`config.mk`:
```
export PLATFORM = sky130hd
export DESIGN_NAME = float_round_to_integral
export DESIGN_NICKNAME = d
export VERILOG_FILES = /design/src/rtl/frti_pkg.sv /design/src/rtl/frti_decode.sv /design/src/rtl/frti_decide.sv /design/src/rtl/float_round_to_integral.sv
export SDC_FILE = /design/constraint.sdc
export NUM_CORES = 1
export LEC_CHECK = 0
export ABC_CLOCK_PERIOD_IN_PS = 11500
export BUFFER_PORTS_ARGS = -buffer_cell sky130_fd_sc_hd__buf_2
export CORE_MARGIN = 1.5
export CORE_UTILIZATION = 40
export CTS_BUF_LIST = sky130_fd_sc_hd__clkbuf_8
export CTS_CLUSTER_SIZE = 40
export DETAILED_ROUTE_END_ITERATION = 8
export PLACE_DENSITY = 0.56
export REMOVE_ABC_BUFFERS = 1
export SYNTH_ARGS = -nofsm -noshare
export SYNTH_HDL_FRONTEND = slang
export SYNTH_SLANG_ARGS = --single-unit
export TNS_END_PERCENT = 5
```
`constraint.sdc`:
```
create_clock -name clock -period 11.5 [get_ports clock]
set_input_delay 1.725 -clock clock [delete_from_list [all_inputs] [get_ports clock]]
set_output_delay 1.725 -clock clock [all_outputs]
set_load 0.03 [all_outputs]
```
`src/rtl/frti_pkg.sv`:
```
// ----------------------------------------------------------------------------
// frti_pkg
// shared types and constants for the float round-to-integral pipeline
// ----------------------------------------------------------------------------
package frti_pkg;

   localparam logic [1:0] MODE_CEIL    = 2'd0;
   localparam logic [1:0] MODE_FLOOR   = 2'd1;
   localparam logic [1:0] MODE_TRUNC   = 2'd2;
   localparam logic [1:0] MODE_NEAREST = 2'd3;

   localparam int DATA_W = 64;

   // request packet: op, is_double, operand
   typedef struct packed {
      logic [1:0]        op;
      logic              is_double;
      logic [DATA_W-1:0] operand;
   } req_type;

   // decoded operand, normalized to a common 64-bit view
   typedef struct packed {
      logic              is_double;
      logic [DATA_W-1:0] x;
      logic [DATA_W-1:0] sign_bit;
      logic [DATA_W-1:0] one;
      logic              neg;
      logic              pass;
      logic              below_one;
      logic              near_half;
      logic [DATA_W-1:0] fmask;
      logic [5:0]        odd_pos;
      logic              e_zero;
      logic [1:0]        op;
   } dec_type;

   // rounding decision
   typedef struct packed {
      logic              is_double;
      logic [DATA_W-1:0] t;
      logic [DATA_W-1:0] unit;
      logic              up;
      logic              done;
      logic [DATA_W-1:0] fixed;
   } dcs_type;

endpackage

```
`src/rtl/frti_decode.sv`:
```
// ----------------------------------------------------------------------------
// frti_decode
// splits the operand into sign, exponent and fraction mask; flags special cases
// ----------------------------------------------------------------------------
module frti_decode (
   input  frti_pkg::req_type req,
   output frti_pkg::dec_type dec
);

   logic [10:0] exp;
   logic [10:0] emask;
   logic [10:0] bias;
   logic [5:0]  mbits;
   logic [10:0] e;
   logic [63:0] mmask;
   logic [63:0] x;
   logic [63:0] mag;

   always_comb begin
      if (req.is_double) begin
         x     = req.operand;
         exp   = req.operand[62:52];
         emask = 11'h7FF;
         bias  = 11'd1023;
         mbits = 6'd52;
         mmask = 64'h000F_FFFF_FFFF_FFFF;
         dec.sign_bit = 64'h8000_0000_0000_0000;
         dec.one      = 64'h3FF0_0000_0000_0000;
      end else begin
         x     = {32'd0, req.operand[31:0]};
         exp   = {3'd0, req.operand[30:23]};
         emask = 11'h0FF;
         bias  = 11'd127;
         mbits = 6'd23;
         mmask = 64'h0000_0000_007F_FFFF;
         dec.sign_bit = 64'h0000_0000_8000_0000;
         dec.one      = 64'h0000_0000_3F80_0000;
      end
      mag = x & ~dec.sign_bit;
      e   = exp - bias;
      dec.is_double = req.is_double;
      dec.x         = x;
      dec.op        = req.op;
      dec.neg       = (x & dec.sign_bit) != 64'd0;
      dec.pass      = (exp == emask) || (exp >= bias + {5'd0, mbits}) || (mag == 64'd0);
      dec.below_one = exp < bias;
      dec.near_half = (exp == bias - 11'd1) && ((x & mmask) != 64'd0);
      dec.fmask     = mmask >> e[5:0];
      dec.odd_pos   = mbits - e[5:0];
      dec.e_zero    = e == 11'd0;
   end

endmodule

```
`src/rtl/frti_decide.sv`:
```
// ----------------------------------------------------------------------------
// frti_decide
// picks the fixed result for special cases or the round-up decision
// ----------------------------------------------------------------------------
module frti_decide (
   input  frti_pkg::dec_type dec,
   output frti_pkg::dcs_type dcs
);

   logic [63:0] frac;
   logic [63:0] half;
   logic [63:0] szero;
   logic        odd;

   always_comb begin
      frac  = dec.x & dec.fmask;
      half  = (dec.fmask + 64'd1) >> 1;
      szero = dec.neg ? dec.sign_bit : 64'd0;
      odd   = dec.e_zero ? 1'b1 : dec.x[dec.odd_pos];
      dcs.is_double = dec.is_double;
      dcs.t    = dec.x & ~dec.fmask;
      dcs.unit = dec.fmask + 64'd1;
      dcs.up   = 1'b0;
      dcs.done = 1'b1;
      dcs.fixed = dec.x;
      if (dec.pass) begin
         dcs.fixed = dec.x;
      end else if (dec.below_one) begin
         unique case (dec.op)
            frti_pkg::MODE_CEIL:  dcs.fixed = dec.neg ? dec.sign_bit : dec.one;
            frti_pkg::MODE_FLOOR: dcs.fixed = dec.neg ? (dec.sign_bit | dec.one) : 64'd0;
            frti_pkg::MODE_TRUNC: dcs.fixed = szero;
            default:              dcs.fixed = dec.near_half ? (szero | dec.one) : szero;
         endcase
      end else if (frac == 64'd0) begin
         dcs.fixed = dec.x;
      end else begin
         dcs.done = 1'b0;
         unique case (dec.op)
            frti_pkg::MODE_CEIL:  dcs.up = !dec.neg;
            frti_pkg::MODE_FLOOR: dcs.up = dec.neg;
            frti_pkg::MODE_TRUNC: dcs.up = 1'b0;
            default:              dcs.up = (frac > half) || ((frac == half) && odd);
         endcase
      end
   end

endmodule

```
`src/rtl/float_round_to_integral.sv`:
```
// ----------------------------------------------------------------------------
// float_round_to_integral
// rounds a binary32 or binary64 value to an integral value (ceil, floor,
// trunc, nearest ties-even)
// ----------------------------------------------------------------------------
// Four register stages: input capture, decode, rounding decision, and the
// increment into the output register. One request is accepted every clock
// cycle while req_tready is high, and its result reaches rsp through the decode,
// decision and output registers; a stall on the rsp side holds every full stage
// without loss; req_tready stays high while any stage is empty or rsp_tready is high.
module float_round_to_integral (
   input  logic        clock,
   input  logic        reset,
   input  logic        req_tvalid,
   output logic        req_tready,
   input  logic [71:0] req_tdata,  // op[1:0], is_double[2], operand[66:3], zero pad
   output logic        rsp_tvalid,
   input  logic        rsp_tready,
   output logic [63:0] rsp_tdata   // rounded[63:0]
);

   frti_pkg::req_type req;
   frti_pkg::dec_type dec, dec_ff;
   frti_pkg::dcs_type dcs, dcs_ff;
   frti_pkg::req_type req_ff;
   logic        v1_ff, v2_ff, v3_ff, v4_ff;
   logic        en1, en2, en3, en4;
   logic [63:0] res_in, res_ff;

   assign en4 = !v4_ff || rsp_tready;
   assign en3 = !v3_ff || en4;
   assign en2 = !v2_ff || en3;
   assign en1 = !v1_ff || en2;
   assign req_tready = en1;

   assign req.op        = req_tdata[1:0];
   assign req.is_double = req_tdata[2];
   assign req.operand   = req_tdata[66:3];

   always_ff @(posedge clock) begin
      if (reset) begin
         v1_ff <= 1'b0;
         v2_ff <= 1'b0;
         v3_ff <= 1'b0;
      end else begin
         if (en1) v1_ff <= req_tvalid;
         if (en2) v2_ff <= v1_ff;
         if (en3) v3_ff <= v2_ff;
      end
   end

   always_ff @(posedge clock) begin
      if (en1) req_ff <= req;
      if (en2) dec_ff <= dec;
      if (en3) dcs_ff <= dcs;
   end

   frti_decode u_decode (.req(req_ff), .dec(dec));
   frti_decide u_decide (.dec(dec_ff), .dcs(dcs));

   always_comb begin
      if (dcs_ff.done) begin
         res_in = dcs_ff.fixed;
      end else begin
         res_in = dcs_ff.up ? dcs_ff.t + dcs_ff.unit : dcs_ff.t;
      end
      if (!dcs_ff.is_double) res_in[63:32] = 32'd0;
   end

   // final output register
   always_ff @(posedge clock) begin
      if (reset) begin
         v4_ff <= 1'b0;
      end else if (en4) begin
         v4_ff <= v3_ff;
      end
   end

   always_ff @(posedge clock) begin
      if (en4) res_ff <= res_in;
   end

   assign rsp_tvalid = v4_ff;
   assign rsp_tdata  = res_ff;

endmodule

```
==> flow_metrics.tcl, run 1 <==
set metrics [dict create \
    status "finished with violations" \
    violations "design-rule violations" \
    yosysSeqAreaShare_pct 56.1 \
    die_x_um 248 \
    worst_ir_drop_vdd_mv 0.0919 \
    place_ws_ns 6.28 \
    r2r_slack_ns 6.33 \
    dpl.hpwl_um 49500 \
    yosysUniqueCellTypes 72 \
    clock_skew_ns 0.0500 \
    period_share_pct 44.9 \
    relSlewSlack_pct 14.8 \
    numCtsBuffers 80 \
    overflow 0 \
    endpoint_kind "register" \
    synth_top_family_by_area "simple AND/OR/NAND/NOR gates" \
    synth_compound_area_share_pct 12.0 \
    cap_violations 0 \
    ios 142 \
    grt_max_degree 81 \
    setup_viol 0 \
    core_mm2 0.0592 \
    hold_path_depth 0 \
    r2r_end "dcs_ff[65]" \
    powerDensity_mw_per_mm2 159 \
    gp_congestion 0.881 \
    yosys-top-cells-area "edfxtp_1 (56%), ha_1 (6.0%), and2_1 (3.7%)" \
    min-delay-start "req_ff[12]" \
    fmax_mhz 194 \
    nFillCells 5485 \
    synth_area_mm2 0.0240 \
    yosysMostFrequentCell "edfxtp_1" \
    start_util_pct 40.6 \
    cts_num_sinks 450 \
    ys_top_cells_by_count "edfxtp_1 (446), nand2_1 (190), a21oi_1 (151)" \
    synth_mux_area_share_pct 3.21 \
    areaGrowthSynthToFinish_pct 12.9 \
    synthFlopType "edfxtp_1" \
    synthAdderAreaFrac_pct 6.16 \
    post_cts_resize_count 0 \
    holdCritPathClass "register to register" \
    critPathKind "register to register" \
    portBuffers 136 \
    worst_pin_slew_ns 1.28 \
    cts_tree "yes" \
    rr_startpoint "dec_ff[9]" \
    synth_top_area_cell "edfxtp_1" \
    synth-async-reset-ratio_pct 0 \
    crit_path_max_fanout 7 \
    clock_path_buffers 3 \
    finalHoldViolCount 0 \
    grt_pass1_wl_um 101000 \
    rows 89 \
    critPathRequiredTime_ns 11.93 \
    multi_input_area_mm2 0.00993 \
    p_leak_nw 11.3 \
    yosysTopAreaCellShare_pct 55.7 \
    syn_avg_cell_area_um2 11.4 \
    die_h_um 248 \
    synth-simple-area-share_pct 16.0 \
    hold_end "dec_ff[217]" \
    seqCellArea_mm2 0.0135 \
    finalSetupTns_ns 0 \
    grt_usage_pct 21.8 \
    num_vias 17125 \
    ys_seq_elements 450 \
    routedWlPerCell_um 21.6 \
    report.final.slew_viol_count 0 \
    arrival_ns 5.60 \
    drtAntennaViolNets 0 \
    layout-drive-gt1-share_pct 13.6 \
    antenna_found_initial 2 \
    h-tree-depth 3 \
    clkTransAtPathRegs_ns 0.07 \
    final_nets 2456 \
    first_global_vias 16801 \
    dr.pass1.iters 7 \
    drtIter0Drc 1562 \
    yosys_warnings 0 \
    holdBufCountCts 0 \
    vias_per_cell 5.53 \
    startpoint_type "register" \
    clkLatencyLatePin_ns 0.69 \
    postCtsSetupRepairBufs 0 \
    setup_ws_ns 6.33 \
    cts_root_buf "clkbuf_8" \
    fp.dieArea_mm2 0.0615 \
    layout_min_cycle_time_ns 5.17 \
    syn_inst 2103 \
    rsz0062_at_grt "false" \
    routed_wl_um 66800 \
    synth_xor_area_share_pct 3.90 \
    reg2reg_depth 20 \
    synth_edf_count 446 \
    drc 6 \
]
==> kinds of logic (layout without fill, tap and decap cells) <==
logic type      Yosys count  after routing
other cells               0              1
mux                      50             50
buf+inv                 170            391
fa+ha+maj               117            117
compound gates          468            468
simple gates            741            741
xor+xnor                107            107
flops                   450            450
==> flip-flops by register name (all words and copies together), names as in the netlist <==
name and cells:
rsp_tdata 64, dec_ff 131, v1_ff 1, rsp_tvalid 1, req_ff 67, v2_ff 1, dcs_ff 184, v3_ff 1
==> per-layer routing <==
| layer | up-vias | global-route usage, % | part of all wire [%] |
|---|---|---|---|
| met5 | - | 0 | 0 |
| met4 | 0 | 8.68 | 3.0 |
| met3 | 116 | 3.67 | 5.9 |
| met2 | 579 | 32.5 | 44 |
| met1 | 8266 | 31.5 | 47 |
| li1 | 8164 | - | - |
==> power by group <==
part	internal [mW]	total [mW]	switching [mW]
clock	0.779	1.46	0.685
combinational	0.294	0.774	0.480
sequential	1.96	2.08	0.114
total	3.04	4.31	1.28
==> cell type report <==
class / instances / share of cell area [%]
sequential: 450 / 49.7
multi-input combinational: 1483 / 36.6
clock buffer: 81 / 4.11
tap: 773 / 3.57
timing repair buffer: 162 / 3.23
clock inverter: 62 / 1.63
inverter: 86 / 1.20
antenna: 1 / 0.00922
==> worst max path at each step <==
stage | cells after the start | startpoint | end | slack, ns
after CTS | 11 | req_ff[64] | dec_ff[2] | 6.23
after global placement | 20 | dec_ff[9] | dcs_ff[65] | 6.43
after floorplan | 2 | rsp_tready | dcs_ff[0] | 5.04
after global routing | 20 | dec_ff[9] | dcs_ff[65] | 5.95
final | 20 | dec_ff[9] | dcs_ff[65] | 6.33
after detailed placement | 11 | req_ff[64] | dec_ff[2] | 6.28
==> cells in the final DEF (no fill, tap or decap), types with 48 or more instances in the layout <==
master / netlist / routed
buf_2: 6 / 136
ha_1: 115 / 115
edfxtp_1: 446 / 446
xor2_1: 49 / 48
clkbuf_8: 0 / 81
xnor2_1: 58 / 58
o21ai_0: 121 / 121
a21oi_1: 151 / 151
nor2b_1: 65 / 65
nand2_1: 190 / 188
inv_1: 85 / 101
nand3_1: 48 / 48
nor2_1: 111 / 111
and2_1: 141 / 141
==> worst max-delay path, stage by stage (launching register included) <==
cell and delay (ns):
edfxtp_1 0.49, ha_1 0.28, and2_1 0.18, and4_1 0.26, and2_1 0.30, nand2_1 0.19, nor4_1 0.29, buf_4 0.19
and3_1 0.21, and2_1 0.22, nand4_1 0.17, xor2_1 0.20, ha_1 0.32, nand4_1 0.12, nor4_1 0.33, nand2_1 0.17
nor3_1 0.49, nor3b_1 0.26, nor2_1 0.07, o21ai_0 0.08, a21oi_1 0.09
==> metrics by stage <==
step / hold slack [ns] / utilization (%) / cell area [um2] / std cells / total power, mW
floorplan: 0.400 / - / 23700 / 2019 / 2.59
global placement: 0.438 / 43.1 / 25600 / 2953 / 2.86
detailed placement: 0.437 / 43.1 / 25600 / 2953 / 2.87
CTS: 0.449 / 45.8 / 27100 / 3096 / 4.36
global route: 0.463 / 45.8 / 27100 / 3098 / 4.52
finish: 0.448 / 45.8 / 27100 / 3098 / 4.31
(Power assumes the default switching activity.)
==> run 2, diff against run 1 <==
ABC_CLOCK_PERIOD_IN_PS = 5200   (was 11500)
clock period = 5.2 ns   (was 11.5 ns; I/O delays follow)
==> run 2 against run 1 <==
The flow still finishes with violations (design-rule violations). Hold slack lost 0.15 ns. Via count grew 0.93%. First-iteration DRC count shrank 11%. Core utilization is essentially flat. Cell count grew 0.23%. Non-clock buffer count grew 7. Register-to-register slack lost 5.9 ns. Cell area is essentially flat. Critical endpoint unchanged.
==> flow_metrics.tcl, run 2 (synthesis gave the netlist of run 1 again) <==
set metrics [dict create \
    routedWlPerCell_um 21.8 \
    p_leak_nw 11.4 \
    status "finished with violations" \
    rsz0062_at_grt "false" \
    rows 89 \
    layout_common_cells "edfxtp_1 (446), nand2_1 (188), a21oi_1 (151)" \
    cts_tree "yes" \
    arrival_ns 5.16 \
    numCtsBuffers 79 \
    cts_root_buf "clkbuf_8" \
    critPathKind "register to register" \
    vias_per_cell 5.57 \
    grt_pass1_wl_um 102000 \
    clock_path_buffers 3 \
    routed_wl_um 67700 \
    core_mm2 0.0592 \
    overflow 0 \
    reg.largest.list "dcs_ff x184, dec_ff x131, req_ff x67" \
    drc 6 \
    cap_violations 0 \
    crit_top_cell "and2_1" \
    dpl.hpwl_um 50100 \
    seqCellArea_mm2 0.0135 \
    drtAntennaViolNets 0 \
    crit_path_max_fanout 7 \
    slowest_stage "edfxtp_1" \
    first_global_vias 17013 \
    holdBufCountCts 0 \
    h-tree-depth 3 \
    finalPower_mw 9.44 \
    post_cts_resize_count 0 \
    largest_reg_flops 184 \
    powerDensity_mw_per_mm2 348 \
    areaGrowthSynthToFinish_pct 13.0 \
    num_vias 17284 \
    cp_slowest_stage_delay_ns 0.47 \
    violations "design-rule violations" \
    start_util_pct 40.6 \
    ios 142 \
    final_nets 2462 \
    dr.pass1.iters 7 \
    r2r_slack_ns 0.45 \
    die_x_um 248 \
    grt_usage_pct 22.0 \
    fp.dieArea_mm2 0.0615 \
    clock_skew_ns 0.0379 \
    worst_pin_slew_ns 1.10 \
    layout-drive-gt1-share_pct 13.5 \
    clkLatencyLatePin_ns 0.67 \
    portBuffers 136 \
    layout_min_cycle_time_ns 4.75 \
    clkTransAtPathRegs_ns 0.06 \
    setup_viol 0 \
    crit_path_cell_trace "ha_1 > and2_1 > and4_1 > and2_1 > nand2_1 > nor4_1 > buf_4 > and3_1 > and2_1 > nand4_1 > xor2_1 > ha_1 > nand4_1 > nor4_1 > nand2_1 > nor3_2 > nor3b_1 > nor2_1 > o21ai_0 > a21oi_1" \
    grt_max_degree 111 \
    finalHoldViolCount 0 \
    cts_num_sinks 450 \
    relSlewSlack_pct 26.4 \
    crit_family "simple AND/OR/NAND/NOR gates" \
    postCtsSetupRepairBufs 0 \
    period_share_pct 91.3 \
    multi_input_area_mm2 0.00993 \
    antenna_found_initial 1 \
    final_common_cell "edfxtp_1" \
    fmax_mhz 211 \
    top_register "dcs_ff" \
    die_h_um 248 \
    report.final.slew_viol_count 0 \
    worst_ir_drop_vdd_mv 0.215 \
    placed_cell_area_mm2 0.0256 \
    endpoint_kind "register" \
    drtIter0Drc 1386 \
    critPathRequiredTime_ns 5.61 \
    holdCritPathClass "input port to register" \
    finalInstanceArea_mm2 0.0271 \
    startpoint_type "register" \
    path_buf_inv 1 \
    gp_congestion 0.872 \
    nFillCells 5552 \
]
-- run 2: area by class of cell --
class | instances | share of cell area [%]
flip-flops and latches | 450 | 49.6
inverters | 86 | 1.20
multi-input cells | 1483 | 36.6
clock buffers | 81 | 4.11
diodes | 1 | 0.00922
repair buffers | 169 | 3.47
clock inverters | 62 | 1.40
well taps | 773 | 3.56
-- run 2: worst reg2reg max path, stage by stage (launching register included) --
cell	delay, ns
edfxtp_1	0.47
ha_1	0.27
and2_1	0.18
and4_1	0.27
and2_1	0.28
nand2_1	0.18
nor4_1	0.31
buf_4	0.19
and3_1	0.22
and2_1	0.21
nand4_1	0.17
xor2_1	0.19
ha_1	0.30
nand4_1	0.13
nor4_1	0.33
nand2_1	0.16
nor3_2	0.22
nor3b_1	0.22
nor2_1	0.06
o21ai_0	0.07
a21oi_1	0.09
-- run 2: final timing paths --
path                      start     endpoint  depth (start not counted)
setup / recovery      dec_ff[9]   dcs_ff[65]                         20
hold reg to reg      req_ff[22]  dec_ff[227]                          0
hold / removal    req_tdata[49]   req_ff[46]                          1
setup reg to reg      dec_ff[9]   dcs_ff[65]                         20
-- run 2: through the flow --
| stage | hold WS [ns] | std cells | setup TNS (ns) | util, % | worst slack [ns] |
|---|---|---|---|---|---|
| 6_report | 0.300 | 3105 | 0 | 45.8 | 0.454 |
| 3_5_place_dp | 0.436 | 2961 | 0 | 43.3 | 0.362 |
| 4_1_cts | 0.231 | 3104 | 0 | 45.8 | 0.343 |
| 2_1_floorplan | 0.400 | 2019 | -57.56 | - | -0.313 |
| 5_1_grt | 0.258 | 3105 | 0 | 45.8 | 0.0700 |
| 3_3_place_gp | 0.437 | 2961 | 0 | 43.3 | 0.415 |
-- run 2: per-layer routing --
metal	vias up	share of wire [%]	GRT usage, %
met5	-	0	0
met4	0	2.5	7.61
met3	100	5.9	3.43
met2	621	44	33.5
met1	8382	48	32.0
li1	8181	-	-
-- run 2: where the power goes --
group,internal (mW),switching [mW],total (mW)
Combinational,0.655,1.07,1.72
Clock,1.66,1.47,3.13
Sequential,4.34,0.251,4.59
Total,6.65,2.79,9.44
